<file path="config.mk">
export PLATFORM = sky130hd
export DESIGN_NAME = periodic_task_release_table
export DESIGN_NICKNAME = d
export VERILOG_FILES = /design/src/rtl/ptrt_pkg.sv /design/src/rtl/ptrt_ctrl.sv /design/src/rtl/ptrt_datapath.sv /design/src/rtl/periodic_task_release_table.sv
export SDC_FILE = /design/constraint.sdc
export NUM_CORES = 2
export LEC_CHECK = 0
export BUFFER_PORTS_ARGS = -buffer_cell sky130_fd_sc_hd__buf_2
export CAP_MARGIN = 15
export CORE_MARGIN = 2
export CORE_UTILIZATION = 49
export DETAILED_ROUTE_END_ITERATION = 8
export PLACE_DENSITY = 0.7
export REMOVE_ABC_BUFFERS = 1
export SYNTH_ARGS = -nofsm -noshare
export SYNTH_HDL_FRONTEND = slang
export SYNTH_SLANG_ARGS = --single-unit
</file>
<file path="constraint.sdc">
create_clock -name clk -period 13.4 [get_ports clk]
set_clock_uncertainty 0.1 [all_clocks]
set_input_delay 0 -clock clk [delete_from_list [all_inputs] [get_ports clk]]
set_output_delay 0 -clock clk [all_outputs]
set_load 0.01 [all_outputs]
</file>
<file path="src/rtl/ptrt_pkg.sv">
package ptrt_pkg;

  // table geometry
  localparam int FUNC_SLOTS = 8;
  localparam int CMD_SLOTS  = 8;
  localparam int ID_COUNT   = 256;
  localparam int NSLOTS     = FUNC_SLOTS + CMD_SLOTS;
  localparam int SLOT_W     = (NSLOTS > 1) ? $clog2(NSLOTS) : 1;
  localparam int MAXRES     = 16;
  localparam int CNT_W      = $clog2(MAXRES + 1);

  localparam logic [15:0] REPS_INF = 16'hFFFF;

  // command codes
  localparam logic [3:0] CMD_SCHED_AT   = 4'd0;
  localparam logic [3:0] CMD_SCHED_IN   = 4'd1;
  localparam logic [3:0] CMD_DESCHED    = 4'd2;
  localparam logic [3:0] CMD_RESCHED_AT = 4'd3;
  localparam logic [3:0] CMD_RESCHED_IN = 4'd4;
  localparam logic [3:0] CMD_UPDATE     = 4'd5;
  localparam logic [3:0] CMD_CLEAR      = 4'd6;
  localparam logic [3:0] CMD_RUN        = 4'd7;
  localparam logic [3:0] CMD_REFRESH    = 4'd8;

  // result kinds
  localparam logic RES_REPLY   = 1'b0;
  localparam logic RES_RELEASE = 1'b1;

  // slot occupancy
  typedef enum logic [1:0] {
    KIND_NONE = 2'd0,
    KIND_FUNC = 2'd1,
    KIND_CMD  = 2'd2
  } kind_t;

  typedef enum logic [1:0] {
    ST_IDLE   = 2'd0,
    ST_SCAN   = 2'd1,
    ST_FINISH = 2'd2
  } state_t;

  // controller commands
  typedef struct packed {
    logic latch;
    logic scan;
    logic finish;
  } ctrl_t;

  // datapath status
  typedef struct packed {
    logic scan_last;
  } stat_t;

  // one result word
  typedef struct packed {
    logic       kind;
    logic       status;
    logic [7:0] id;
    logic       rkind;
    logic [3:0] slot;
    logic       persist;
    logic       last;
  } res_t;

  function automatic res_t mk_res(logic kind, logic status, logic [7:0] id, logic rkind,
                                  logic [3:0] slot, logic persist, logic last);
    res_t r;
    r.kind    = kind;
    r.status  = status;
    r.id      = id;
    r.rkind   = rkind;
    r.slot    = slot;
    r.persist = persist;
    r.last    = last;
    return r;
  endfunction

endpackage

</file>
<file path="src/rtl/ptrt_ctrl.sv">
module ptrt_ctrl (
  input  logic            clk,
  input  logic            rst_n,
  input  logic            start,
  input  ptrt_pkg::stat_t stat,
  output ptrt_pkg::ctrl_t ctrl,
  output logic            busy
);

  ptrt_pkg::state_t state_r, state_nxt;

  // next state
  always_comb begin
    state_nxt = state_r;
    case (state_r)
      ptrt_pkg::ST_IDLE:   if (start) state_nxt = ptrt_pkg::ST_SCAN;
      ptrt_pkg::ST_SCAN:   if (stat.scan_last) state_nxt = ptrt_pkg::ST_FINISH;
      ptrt_pkg::ST_FINISH: state_nxt = ptrt_pkg::ST_IDLE;
      default:             state_nxt = ptrt_pkg::ST_IDLE;
    endcase
  end

  // outputs
  always_comb begin
    ctrl = '0;
    busy = 1'b1;
    case (state_r)
      ptrt_pkg::ST_IDLE: begin
        busy       = 1'b0;
        ctrl.latch = start;
      end
      ptrt_pkg::ST_SCAN:   ctrl.scan = 1'b1;
      ptrt_pkg::ST_FINISH: ctrl.finish = 1'b1;
      default:             busy = 1'b1;
    endcase
  end

  always_ff @(posedge clk) begin
    if (!rst_n) state_r <= ptrt_pkg::ST_IDLE;
    else        state_r <= state_nxt;
  end

endmodule

</file>
<file path="src/rtl/ptrt_datapath.sv">
module ptrt_datapath (
  input  logic            clk,
  input  logic            rst_n,
  input  ptrt_pkg::ctrl_t ctrl,
  output ptrt_pkg::stat_t stat,
  input  logic [3:0]      in_command,
  input  logic [7:0]      in_task_id,
  input  logic            in_task_kind,
  input  logic [63:0]     in_when_ms,
  input  logic [63:0]     in_now_ms,
  input  logic [31:0]     in_interval_ms,
  input  logic [15:0]     in_repetitions,
  output logic            out_strobe,
  output ptrt_pkg::res_t  out_res
);

  localparam int SW = ptrt_pkg::SLOT_W;
  localparam int CW = ptrt_pkg::CNT_W;

  // slot table
  logic [7:0]            owner_r  [ptrt_pkg::NSLOTS];
  ptrt_pkg::kind_t       kind_r   [ptrt_pkg::NSLOTS];
  logic                  active_r [ptrt_pkg::NSLOTS];
  logic [63:0]           rel_r    [ptrt_pkg::NSLOTS];
  logic [31:0]           per_r    [ptrt_pkg::NSLOTS];
  logic [15:0]           reps_r   [ptrt_pkg::NSLOTS];

  // latched command word
  logic [3:0]  cmd_r;
  logic [7:0]  id_r;
  logic        tk_r;
  logic [63:0] when_r;
  logic [63:0] now_r;
  logic [31:0] pin_r;
  logic [15:0] rin_r;

  // scan state
  logic [SW-1:0] idx_r;
  logic          hit_v_r, hit_cmd_r, free_v_r;
  logic [SW-1:0] hit_idx_r, free_idx_r;
  logic          pend_v_r, pend_cmd_r;
  logic [7:0]    pend_id_r;
  logic [SW-1:0] pend_idx_r;
  logic [CW-1:0] rel_cnt_r;

  logic           strobe_r;
  ptrt_pkg::res_t res_r;
  ptrt_pkg::res_t fail_res;

  logic is_sched, is_perid, is_run, is_refresh, id_ok;
  ptrt_pkg::kind_t cur_kind;
  logic        occ, cur_act, cur_cmd, due, rel_go, in_seg;
  logic [63:0] cur_rel, diff;
  logic [15:0] cur_reps, reps_dec;
  logic [SW-1:0] apply_idx;
  logic [63:0]   in_time;

  // command classes
  assign is_sched   = (cmd_r == ptrt_pkg::CMD_SCHED_AT) || (cmd_r == ptrt_pkg::CMD_SCHED_IN);
  assign is_perid   = (cmd_r == ptrt_pkg::CMD_DESCHED) || (cmd_r == ptrt_pkg::CMD_RESCHED_AT) ||
                      (cmd_r == ptrt_pkg::CMD_RESCHED_IN) || (cmd_r == ptrt_pkg::CMD_UPDATE) ||
                      (cmd_r == ptrt_pkg::CMD_CLEAR);
  assign is_run     = (cmd_r == ptrt_pkg::CMD_RUN);
  assign is_refresh = (cmd_r == ptrt_pkg::CMD_REFRESH);
  assign id_ok      = ({1'b0, id_r} < 9'(ptrt_pkg::ID_COUNT));

  // failure reply for the latched id
  assign fail_res = ptrt_pkg::mk_res(ptrt_pkg::RES_REPLY, 1'b1, id_r, 1'b0, 4'd0, 1'b0, 1'b1);

  // current scan slot
  assign cur_kind = kind_r[idx_r];
  assign cur_act  = active_r[idx_r];
  assign cur_rel  = rel_r[idx_r];
  assign cur_reps = reps_r[idx_r];
  assign occ      = (cur_kind != ptrt_pkg::KIND_NONE);
  assign cur_cmd  = (cur_kind == ptrt_pkg::KIND_CMD);
  assign diff     = cur_rel - now_r;
  assign due      = diff[63] || (diff == 64'd0);
  assign rel_go   = is_run && occ && cur_act && due && (rel_cnt_r != CW'(ptrt_pkg::MAXRES));
  assign reps_dec = ((cur_reps != 16'd0) && (cur_reps != ptrt_pkg::REPS_INF)) ?
                    cur_reps - 16'd1 : cur_reps;
  assign in_seg   = tk_r ? (idx_r >= SW'(ptrt_pkg::FUNC_SLOTS))
                         : (idx_r <  SW'(ptrt_pkg::FUNC_SLOTS));

  assign stat.scan_last = (idx_r == SW'(ptrt_pkg::NSLOTS - 1));

  // slot written at the end of a command, and the "at" or "in" time
  assign apply_idx = is_sched ? free_idx_r : hit_idx_r;
  assign in_time   = ((cmd_r == ptrt_pkg::CMD_SCHED_AT) || (cmd_r == ptrt_pkg::CMD_RESCHED_AT)) ?
                     when_r : now_r + when_r;

  always_ff @(posedge clk) begin
    if (!rst_n) begin
      for (int i = 0; i < ptrt_pkg::NSLOTS; i++) begin
        kind_r[i]   <= ptrt_pkg::KIND_NONE;
        active_r[i] <= 1'b0;
      end
      strobe_r  <= 1'b0;
      pend_v_r  <= 1'b0;
      hit_v_r   <= 1'b0;
      free_v_r  <= 1'b0;
      rel_cnt_r <= '0;
      idx_r     <= '0;
    end else begin
      // a word goes out after each held release and at the finish
      strobe_r <= ctrl.finish || (ctrl.scan && rel_go && pend_v_r);

      // capture command word
      if (ctrl.latch) begin
        cmd_r     <= in_command;
        id_r      <= in_task_id;
        tk_r      <= in_task_kind;
        when_r    <= in_when_ms;
        now_r     <= in_now_ms;
        pin_r     <= in_interval_ms;
        rin_r     <= in_repetitions;
        idx_r     <= '0;
        hit_v_r   <= 1'b0;
        free_v_r  <= 1'b0;
        pend_v_r  <= 1'b0;
        rel_cnt_r <= '0;
      end

      // one slot per cycle
      if (ctrl.scan) begin
        idx_r <= idx_r + 1'b1;
        if (rel_go) begin
          reps_r[idx_r] <= reps_dec;
          if (reps_dec != 16'd0) begin
            rel_r[idx_r] <= now_r + 64'(per_r[idx_r]);
          end else begin
            kind_r[idx_r]   <= ptrt_pkg::KIND_NONE;
            active_r[idx_r] <= 1'b0;
          end
          // previous release goes out, this one waits for its last flag
          if (pend_v_r) begin
            res_r <= ptrt_pkg::mk_res(ptrt_pkg::RES_RELEASE, 1'b0, pend_id_r, pend_cmd_r,
                                      4'(pend_idx_r), pend_cmd_r, 1'b0);
          end
          pend_v_r   <= 1'b1;
          pend_id_r  <= owner_r[idx_r];
          pend_cmd_r <= cur_cmd;
          pend_idx_r <= idx_r;
          rel_cnt_r  <= rel_cnt_r + 1'b1;
        end
        if (is_refresh && cur_act) begin
          rel_r[idx_r] <= now_r + cur_rel - when_r;
        end
        if ((is_sched || is_perid) && occ && (owner_r[idx_r] == id_r)) begin
          hit_v_r   <= 1'b1;
          hit_idx_r <= idx_r;
          hit_cmd_r <= cur_cmd;
        end
        if (is_sched && !occ && in_seg && !free_v_r) begin
          free_v_r   <= 1'b1;
          free_idx_r <= idx_r;
        end
      end

      // apply and reply
      if (ctrl.finish) begin
        if (is_sched) begin
          if (id_ok && !hit_v_r && free_v_r) begin
            owner_r[apply_idx]  <= id_r;
            kind_r[apply_idx]   <= tk_r ? ptrt_pkg::KIND_CMD : ptrt_pkg::KIND_FUNC;
            active_r[apply_idx] <= 1'b1;
            rel_r[apply_idx]    <= in_time;
            per_r[apply_idx]    <= pin_r;
            reps_r[apply_idx]   <= rin_r;
            res_r <= ptrt_pkg::mk_res(ptrt_pkg::RES_REPLY, 1'b0, id_r, tk_r, 4'(apply_idx),
                                      tk_r, 1'b1);
          end else begin
            res_r <= fail_res;
          end
        end else if (is_perid) begin
          if (id_ok && hit_v_r) begin
            case (cmd_r)
              ptrt_pkg::CMD_DESCHED: active_r[apply_idx] <= 1'b0;
              ptrt_pkg::CMD_RESCHED_AT, ptrt_pkg::CMD_RESCHED_IN: begin
                active_r[apply_idx] <= 1'b1;
                rel_r[apply_idx]    <= in_time;
              end
              ptrt_pkg::CMD_UPDATE: begin
                per_r[apply_idx]  <= pin_r;
                reps_r[apply_idx] <= rin_r;
              end
              ptrt_pkg::CMD_CLEAR: begin
                kind_r[apply_idx]   <= ptrt_pkg::KIND_NONE;
                active_r[apply_idx] <= 1'b0;
              end
              default: active_r[apply_idx] <= active_r[apply_idx];
            endcase
            res_r <= ptrt_pkg::mk_res(ptrt_pkg::RES_REPLY, 1'b0, id_r, hit_cmd_r,
                                      4'(apply_idx), hit_cmd_r, 1'b1);
          end else begin
            res_r <= fail_res;
          end
        end else if (is_run) begin
          if (pend_v_r) begin
            res_r <= ptrt_pkg::mk_res(ptrt_pkg::RES_RELEASE, 1'b0, pend_id_r, pend_cmd_r,
                                      4'(pend_idx_r), pend_cmd_r, 1'b1);
          end else begin
            res_r <= ptrt_pkg::mk_res(ptrt_pkg::RES_REPLY, 1'b0, 8'd0, 1'b0, 4'd0, 1'b0, 1'b1);
          end
        end else if (is_refresh) begin
          res_r <= ptrt_pkg::mk_res(ptrt_pkg::RES_REPLY, 1'b0, 8'd0, 1'b0, 4'd0, 1'b0, 1'b1);
        end else begin
          res_r <= fail_res;
        end
      end
    end
  end

  assign out_strobe = strobe_r;
  assign out_res    = res_r;

`ifndef SYNTH
  // a held release only exists while the latched command is a run
  a_pend_run: assert property (@(posedge clk) disable iff (!rst_n)
    pend_v_r |-> is_run) else $error("pending release outside run");

  // every command ends with a final word
  a_finish_last: assert property (@(posedge clk) disable iff (!rst_n)
    ctrl.finish |=> strobe_r && res_r.last) else $error("missing last word");

  // release words never report failure
  a_release_ok: assert property (@(posedge clk) disable iff (!rst_n)
    (strobe_r && res_r.kind) |-> !res_r.status) else $error("failed release");

  // release cap per run
  a_cap: assert property (@(posedge clk) disable iff (!rst_n)
    rel_cnt_r <= CW'(ptrt_pkg::MAXRES)) else $error("release count over cap");
`endif

endmodule

</file>
<file path="src/rtl/periodic_task_release_table.sv">
// Periodic task release table.
// A command word (in_* ports) is taken at a rising edge with start high and
// busy low. Commands schedule, deschedule, reschedule, update, clear, run and
// refresh tasks held in a table of function slots and command slots.
// Each command scans every slot once, one slot per cycle, then finishes in
// a finish state; busy stays high from the accepting edge through the scan
// and the finish, so the next command is taken once busy is low again at
// the earliest.
// Results appear on out_* for one cycle each, marked by out_strobe; out_last
// flags the final word of a command. The final word is strobed in the first
// cycle with busy low again.
// Every command but a run gives one status word. A run gives one release
// word per due task (up to 16), the earlier ones during the scan, the final
// one after it; with nothing due it gives a single success word.
// The receiver cannot stall: every word must be taken when strobed.
// Reset (rst_n low, synchronous) empties all slots; no clearing pass is needed.
module periodic_task_release_table (
  input  logic        clk,
  input  logic        rst_n,
  input  logic        start,
  output logic        busy,
  input  logic [3:0]  in_command,
  input  logic [7:0]  in_task_id,
  input  logic        in_task_kind,
  input  logic [63:0] in_when_ms,
  input  logic [63:0] in_now_ms,
  input  logic [31:0] in_interval_ms,
  input  logic [15:0] in_repetitions,
  output logic        out_strobe,
  output logic        out_result_kind,
  output logic        out_status,
  output logic [7:0]  out_released_id,
  output logic        out_released_kind,
  output logic [3:0]  out_slot,
  output logic        out_persist_request,
  output logic        out_last
);

  ptrt_pkg::ctrl_t ctrl;
  ptrt_pkg::stat_t stat;
  ptrt_pkg::res_t  res;

  ptrt_ctrl u_ctrl (
    .clk   (clk),
    .rst_n (rst_n),
    .start (start),
    .stat  (stat),
    .ctrl  (ctrl),
    .busy  (busy)
  );

  ptrt_datapath u_dp (
    .clk            (clk),
    .rst_n          (rst_n),
    .ctrl           (ctrl),
    .stat           (stat),
    .in_command     (in_command),
    .in_task_id     (in_task_id),
    .in_task_kind   (in_task_kind),
    .in_when_ms     (in_when_ms),
    .in_now_ms      (in_now_ms),
    .in_interval_ms (in_interval_ms),
    .in_repetitions (in_repetitions),
    .out_strobe     (out_strobe),
    .out_res        (res)
  );

  assign out_result_kind     = res.kind;
  assign out_status          = res.status;
  assign out_released_id     = res.id;
  assign out_released_kind   = res.rkind;
  assign out_slot            = res.slot;
  assign out_persist_request = res.persist;
  assign out_last            = res.last;

endmodule
</file>
Yosys cells after proc, flatten, opt, wreduce, memory -nomap -nowiden
Memory sizes are Yosys's and may differ from the RTL's. A register that Yosys moved wholly into a read port is not among the register bits.
Index checks and enable logic that the tools add are counted.
W data, S select, Z words.
{"block": "word_totals", "mem_count": 6, "output_inout_bits": 19, "ramBits": 1968, "register_bits": 243, "in_bits": 192, "word_cells": 256}
{"memory": "u_dp.rel_r", "words": 16, "width": 64, "rd": 1, "rd_clocked_by_memory_dff": 1, "write_ports": 1, "line_no": "ptrt_datapath.sv:24", "rtl": "logic [63:0] rel_r [ptrt_pkg::NSLOTS];"}
{"memory": "u_dp.per_r", "words": 16, "width": 32, "rd": 1, "rd_clocked_by_memory_dff": 1, "write_ports": 1, "line_no": "ptrt_datapath.sv:25", "rtl": "logic [31:0] per_r [ptrt_pkg::NSLOTS];"}
{"memory": "u_dp.reps_r", "words": 16, "width": 16, "rd": 1, "rd_clocked_by_memory_dff": 1, "write_ports": 1, "line_no": "ptrt_datapath.sv:26", "rtl": "logic [15:0] reps_r [ptrt_pkg::NSLOTS];"}
{"memory": "u_dp.owner_r", "words": 16, "width": 8, "rd": 1, "rd_clocked_by_memory_dff": 1, "write_ports": 1, "line_no": "ptrt_datapath.sv:21", "rtl": "logic [7:0] owner_r [ptrt_pkg::NSLOTS];"}
{"memory": "u_dp.kind_r", "words": 16, "width": 2, "rd": 1, "rd_clocked_by_memory_dff": 1, "write_ports": 16, "line_no": "ptrt_datapath.sv:22", "rtl": "ptrt_pkg::kind_t kind_r [ptrt_pkg::NSLOTS];"}
{"memory": "u_dp.active_r", "words": 16, "width": 1, "rd": 1, "rd_clocked_by_memory_dff": 1, "write_ports": 16, "line_no": "ptrt_datapath.sv:23", "rtl": "logic active_r [ptrt_pkg::NSLOTS];"}
{"block": "classes", "reduce_logical": 51, "n_mux": 135, "n_lt_le_gt_ge": 2, "add_sub_neg": 8, "n_eq_ne": 18, "n_bitwise": 9}
{"operator": "$mux W64", "count": 4}
{"operator": "$mux W17", "count": 8}
{"operator": "$add A64 B64 Y64", "count": 2}
{"operator": "$sub A64 B64 Y64", "count": 2}
{"operator": "$mux W16", "count": 6}
{"operator": "$mux W1", "count": 85}
{"operator": "$mux W4", "count": 21}
{"operator": "$add A64 B32 Y64", "count": 1}
{"operator": "$logic_not A64 Y1", "count": 1}
{"operator": "$reduce_or A64 Y1", "count": 1}
{"operator": "$mux W32", "count": 1}
{"operator": "$reduce_bool A16 Y1", "count": 2}
{"operator": "$eq A4 B3 Y1 const B", "count": 4}
{"operator": "$ne A16 B16 Y1 const B", "count": 1}
{"operator": "$reduce_or A16 Y1", "count": 1}
{"operator": "$sub A16 B1 Y16 const B", "count": 1}
{"operator": "$mux W5", "count": 3}
{"operator": "$logic_and A1 B1 Y1", "count": 14}
{"operator": "$mux W2", "count": 6}
{"operator": "$reduce_bool A2 Y1", "count": 5}
{"operator": "$logic_or A1 B1 Y1", "count": 9}
{"operator": "$or A1 B1 Y1", "count": 9}
{"operator": "$reduce_and A3 Y1", "count": 3}
{"operator": "$eq A4 B2 Y1 const B", "count": 2}
{"operator": "other kinds (21)", "count": 31}

Depth between registers and ports, before layout
{"block": "logic_depth", "ltp_word": 16, "ltp_mapped": 30}

Modules after synthesis
Synthesis repeated with hierarchy kept, for this count alone.
{"block": "unflattened", "cells_unflattened": 6546, "area_unflattened_um2": 103148.9}
{"module": "ptrt_datapath", "instances": 1, "area_per_inst_um2": 103025.1, "cells_per_inst": 6533}
{"module": "ptrt_ctrl", "instances": 1, "area_per_inst_um2": 123.9, "cells_per_inst": 13}

Least setup slack after synthesis
No wires, ideal clock.
{"block": "synth_timing", "path_type": "reg2reg", "from": "register with a tool-made name", "to": "memory u_dp.rel_r[12][0] (enable)", "period_less_slack_ns": 12.318, "stages_incl_launch_ff": 29, "t_arrival_ns": 11.711, "path_buffers": 12, "slack_ns": 1.082, "cell_sequence": "dfxtp_1 > buf_6 > buf_6 > buf_2 > buf_2 > clkbuf_1 > clkbuf_1 > buf_2 > buf_2 > clkbuf_1 > buf_1 > mux4_2 > mux4_2 > ha_1 > clkbuf_1 > nand2_1 > a211oi_1 > o21ai_0 > o211ai_1 > a21oi_1 > or3_1 > a31o_2 > nor4_1 > nand4_1 > or4_1 > a21oi_1 > clkbuf_1 > nand4_1 > a21oi_1"}
{"element": "to (decl)", "line_no": "ptrt_datapath.sv:24"}

==> impl_metrics.tcl <==
set metrics [dict create \
    cts_sinks 2214 \
    start_kind "flop" \
    setup-tns-final_ps 0 \
    ir_drop_uv 149 \
    fin_area_um2 118000 \
    synth-edff-count 2179 \
    cp-end-kind "flop" \
    hpwl_um 181000 \
    yosysSeqAreaShare_pct 64.8 \
    routed_wl_um 287000 \
    cts_tree "done" \
    relSlewSlack_pct 15.1 \
    place_congestion 0.992 \
    maxSlewViolCount 0 \
    drv_cap 0 \
    fp.dieH_um 460 \
    nNetsFinal 7491 \
    syn-cell-area_um2 102000 \
    drtPass1Iterations 5 \
    power.density_nw_per_um2 138 \
    worst_pin_slew_ps 1270 \
    hold_viol 0 \
    synth_most_common_cell "edfxtp_1" \
    synthTopCellsByArea "edfxtp_1, mux4_2, ha_1, a21oi_1, fa_1" \
    grt_use_total_pct 26.9 \
    die_w_um 460 \
    netlist_top_cells_count "edfxtp_1, mux4_2, nand2_1" \
    critPathArrivalTime_ps 10370 \
    crit_required_ps 13740 \
    grt_max_degree 136 \
    layout-drive-gt1-share_pct 19.7 \
    cts.path.max_buffers 3 \
    synth_top_area_cell "edfxtp_1" \
    syn2layout_area_growth_pct 15.9 \
    grt_setup_unrepaired "false" \
    start_util_pct 49.3 \
    antenna_found_initial 13 \
    ys_ff_latch 2214 \
    synth.avg_cell_area_um2 16.1 \
    clock-root-buffer "clkbuf_16" \
    wl_per_cell_um 28.8 \
    viasPerCell 6.26 \
    finalSetupViolations 0 \
    min_period_ps 10040 \
    ys.flop_type "edfxtp_1" \
    dr.first_iter.drc_count 8776 \
    worstPathMaxFanout 42 \
    cts_setup_buffers 0 \
    numCtsBuffers 217 \
    synth_top_area_share_pct 64.1 \
    grt_pass1_wl_um 417000 \
    outcome "complete, no violations" \
    via_count 62452 \
    drc 0 \
    synthCells 6324 \
    core_um2 207000 \
    worstSkewPairLatency_ps 890 \
    p_leak_nw 39.5 \
    port_buffers 210 \
    placed_area_um2 107000 \
    htree_levels 4 \
    synth_cell_types 83 \
    num_rows 167 \
    overflow 0 \
    first_global_vias 61870 \
    hold_class "primary input to flop" \
    yosys_warnings 0 \
    fmax_mhz 99.6 \
    async_flop_share_pct 0 \
    clk_transition_reported_paths_ps 60 \
    finalCritPeriodShare_pct 74.9 \
    drtAntennaViolNets 0 \
    ios 211 \
    worstSetupPathType "flop to flop" \
    die_area_um2 212000 \
]
timing repair:
action | in CTS | in global routing
gates resized for setup | 0 | 0
hold endpoints to repair | 321 | 0
hold buffers | 381 | 0
cells by family after synthesis:
logic type | synth area share, %
AO/OA/AOI/OAI | 7.63
XOR/XNOR | 1.93
adder cells (fa/ha/maj) | 4.21
buffers and inverters | 2.32
flip-flops | 64.8
multiplexers | 13.8
AND/OR/NAND/NOR | 5.24
power breakdown:
group          internal, mW  switching [mW]
combinational         0.938            1.36
sequential             7.78          0.0891
clock                  3.43            2.71
through the flow:
stage,hold WS (ps),power (mW),worst slack (ps),utilization [%],cells
after floorplan,-1.13,9.87,-15730,-,6025
after global placement,77.1,10.1,3690,51.7,9160
after detailed placement,78.1,10.1,3540,51.7,9161
after CTS,182,16.3,3460,57.0,9950
after global routing,207,16.8,3100,57.1,9975
final,221,16.3,3360,57.1,9975
cells in the final DEF, fill, tap and decap left out, drive strengths merged, types with 139 or more instances in the layout:
cell	synthesis	routed
ha	238	238
o21ai	230	230
a21o	147	147
a21oi	332	332
inv	319	331
dlygate4sd3	0	381
xnor2	139	139
buf	55	368
mux4	613	613
clkbuf	244	255
nor2	300	300
edfxtp	2179	2179
nand2	335	335
path summary, 6_finish.rpt:
check / from / end / slack [ps] / depth (start not counted)
max: flop / u_dp.rel_r[5][12]$_DFFE_PP_ / 3360 / 19
min: start / u_dp.rel_cnt_r[2]$_SDFF_PN0_ / 220 / 5
max reg2reg: flop / u_dp.rel_r[5][12]$_DFFE_PP_ / 3360 / 19
min reg2reg: u_dp.pend_v_r$_SDFF_PN0_ / u_dp.pend_v_r$_SDFF_PN0_ / 370 / 2
worst max-delay path, stage by stage (launching register included):
cell	delay [ps]
dfxtp_4	630
buf_4	740
mux4_2	590
mux4_2	600
ha_1	450
a21oi_1	210
o21ai_0	280
a21oi_1	580
o21ai_0	290
a221o_1	410
a2111oi_0	450
o2111ai_1	220
nor4_1	320
nand4_1	150
or4_1	850
a21oi_1	410
a31oi_2	130
buf_4	300
a21oi_4	930
buf_4	860
metal layers:
metal / wire, µm / GRT usage, %
met2: 137000 / 43.2
met4: 12700 / 10.7
met1: 111000 / 36.2
met3: 26900 / 5.64
met5: 60 / 0
sequential cells by signal, indices dropped and copies added, names as in the netlist, 2 cells and up, named ones only:
| signal | flops |
|---|---|
| u_dp.pin_r | 32 |
| u_dp.rel_cnt_r | 5 |
| u_dp.rin_r | 16 |
| u_dp.idx_r | 4 |
| u_dp.now_r | 64 |
| u_dp.rel_r | 1024 |
| u_dp.out_res | 16 |
| u_dp.per_r | 512 |
| u_dp.hit_idx_r | 4 |
| u_dp.owner_r | 128 |
| u_dp.reps_r | 256 |
| u_dp.when_r | 64 |
| u_dp.kind_r | 32 |
| u_dp.id_r | 8 |
| u_dp.pend_idx_r | 4 |
| u_dp.free_idx_r | 4 |
| u_dp.pend_id_r | 8 |
| u_dp.cmd_r | 4 |
| u_dp.active_r | 16 |
| u_ctrl.state_r | 2 |
cell type report:
type,count,area [µm²]
multi-input cells,3492,33900
clock inverters,155,1640
repair buffers,751,6210
clock buffers,253,5600
fillers,15476,88900
diodes,3,7.51
flip-flops and latches,2214,66100
inverters,319,1200
well taps,2788,3490
Power figures use the tool's default switching activity.
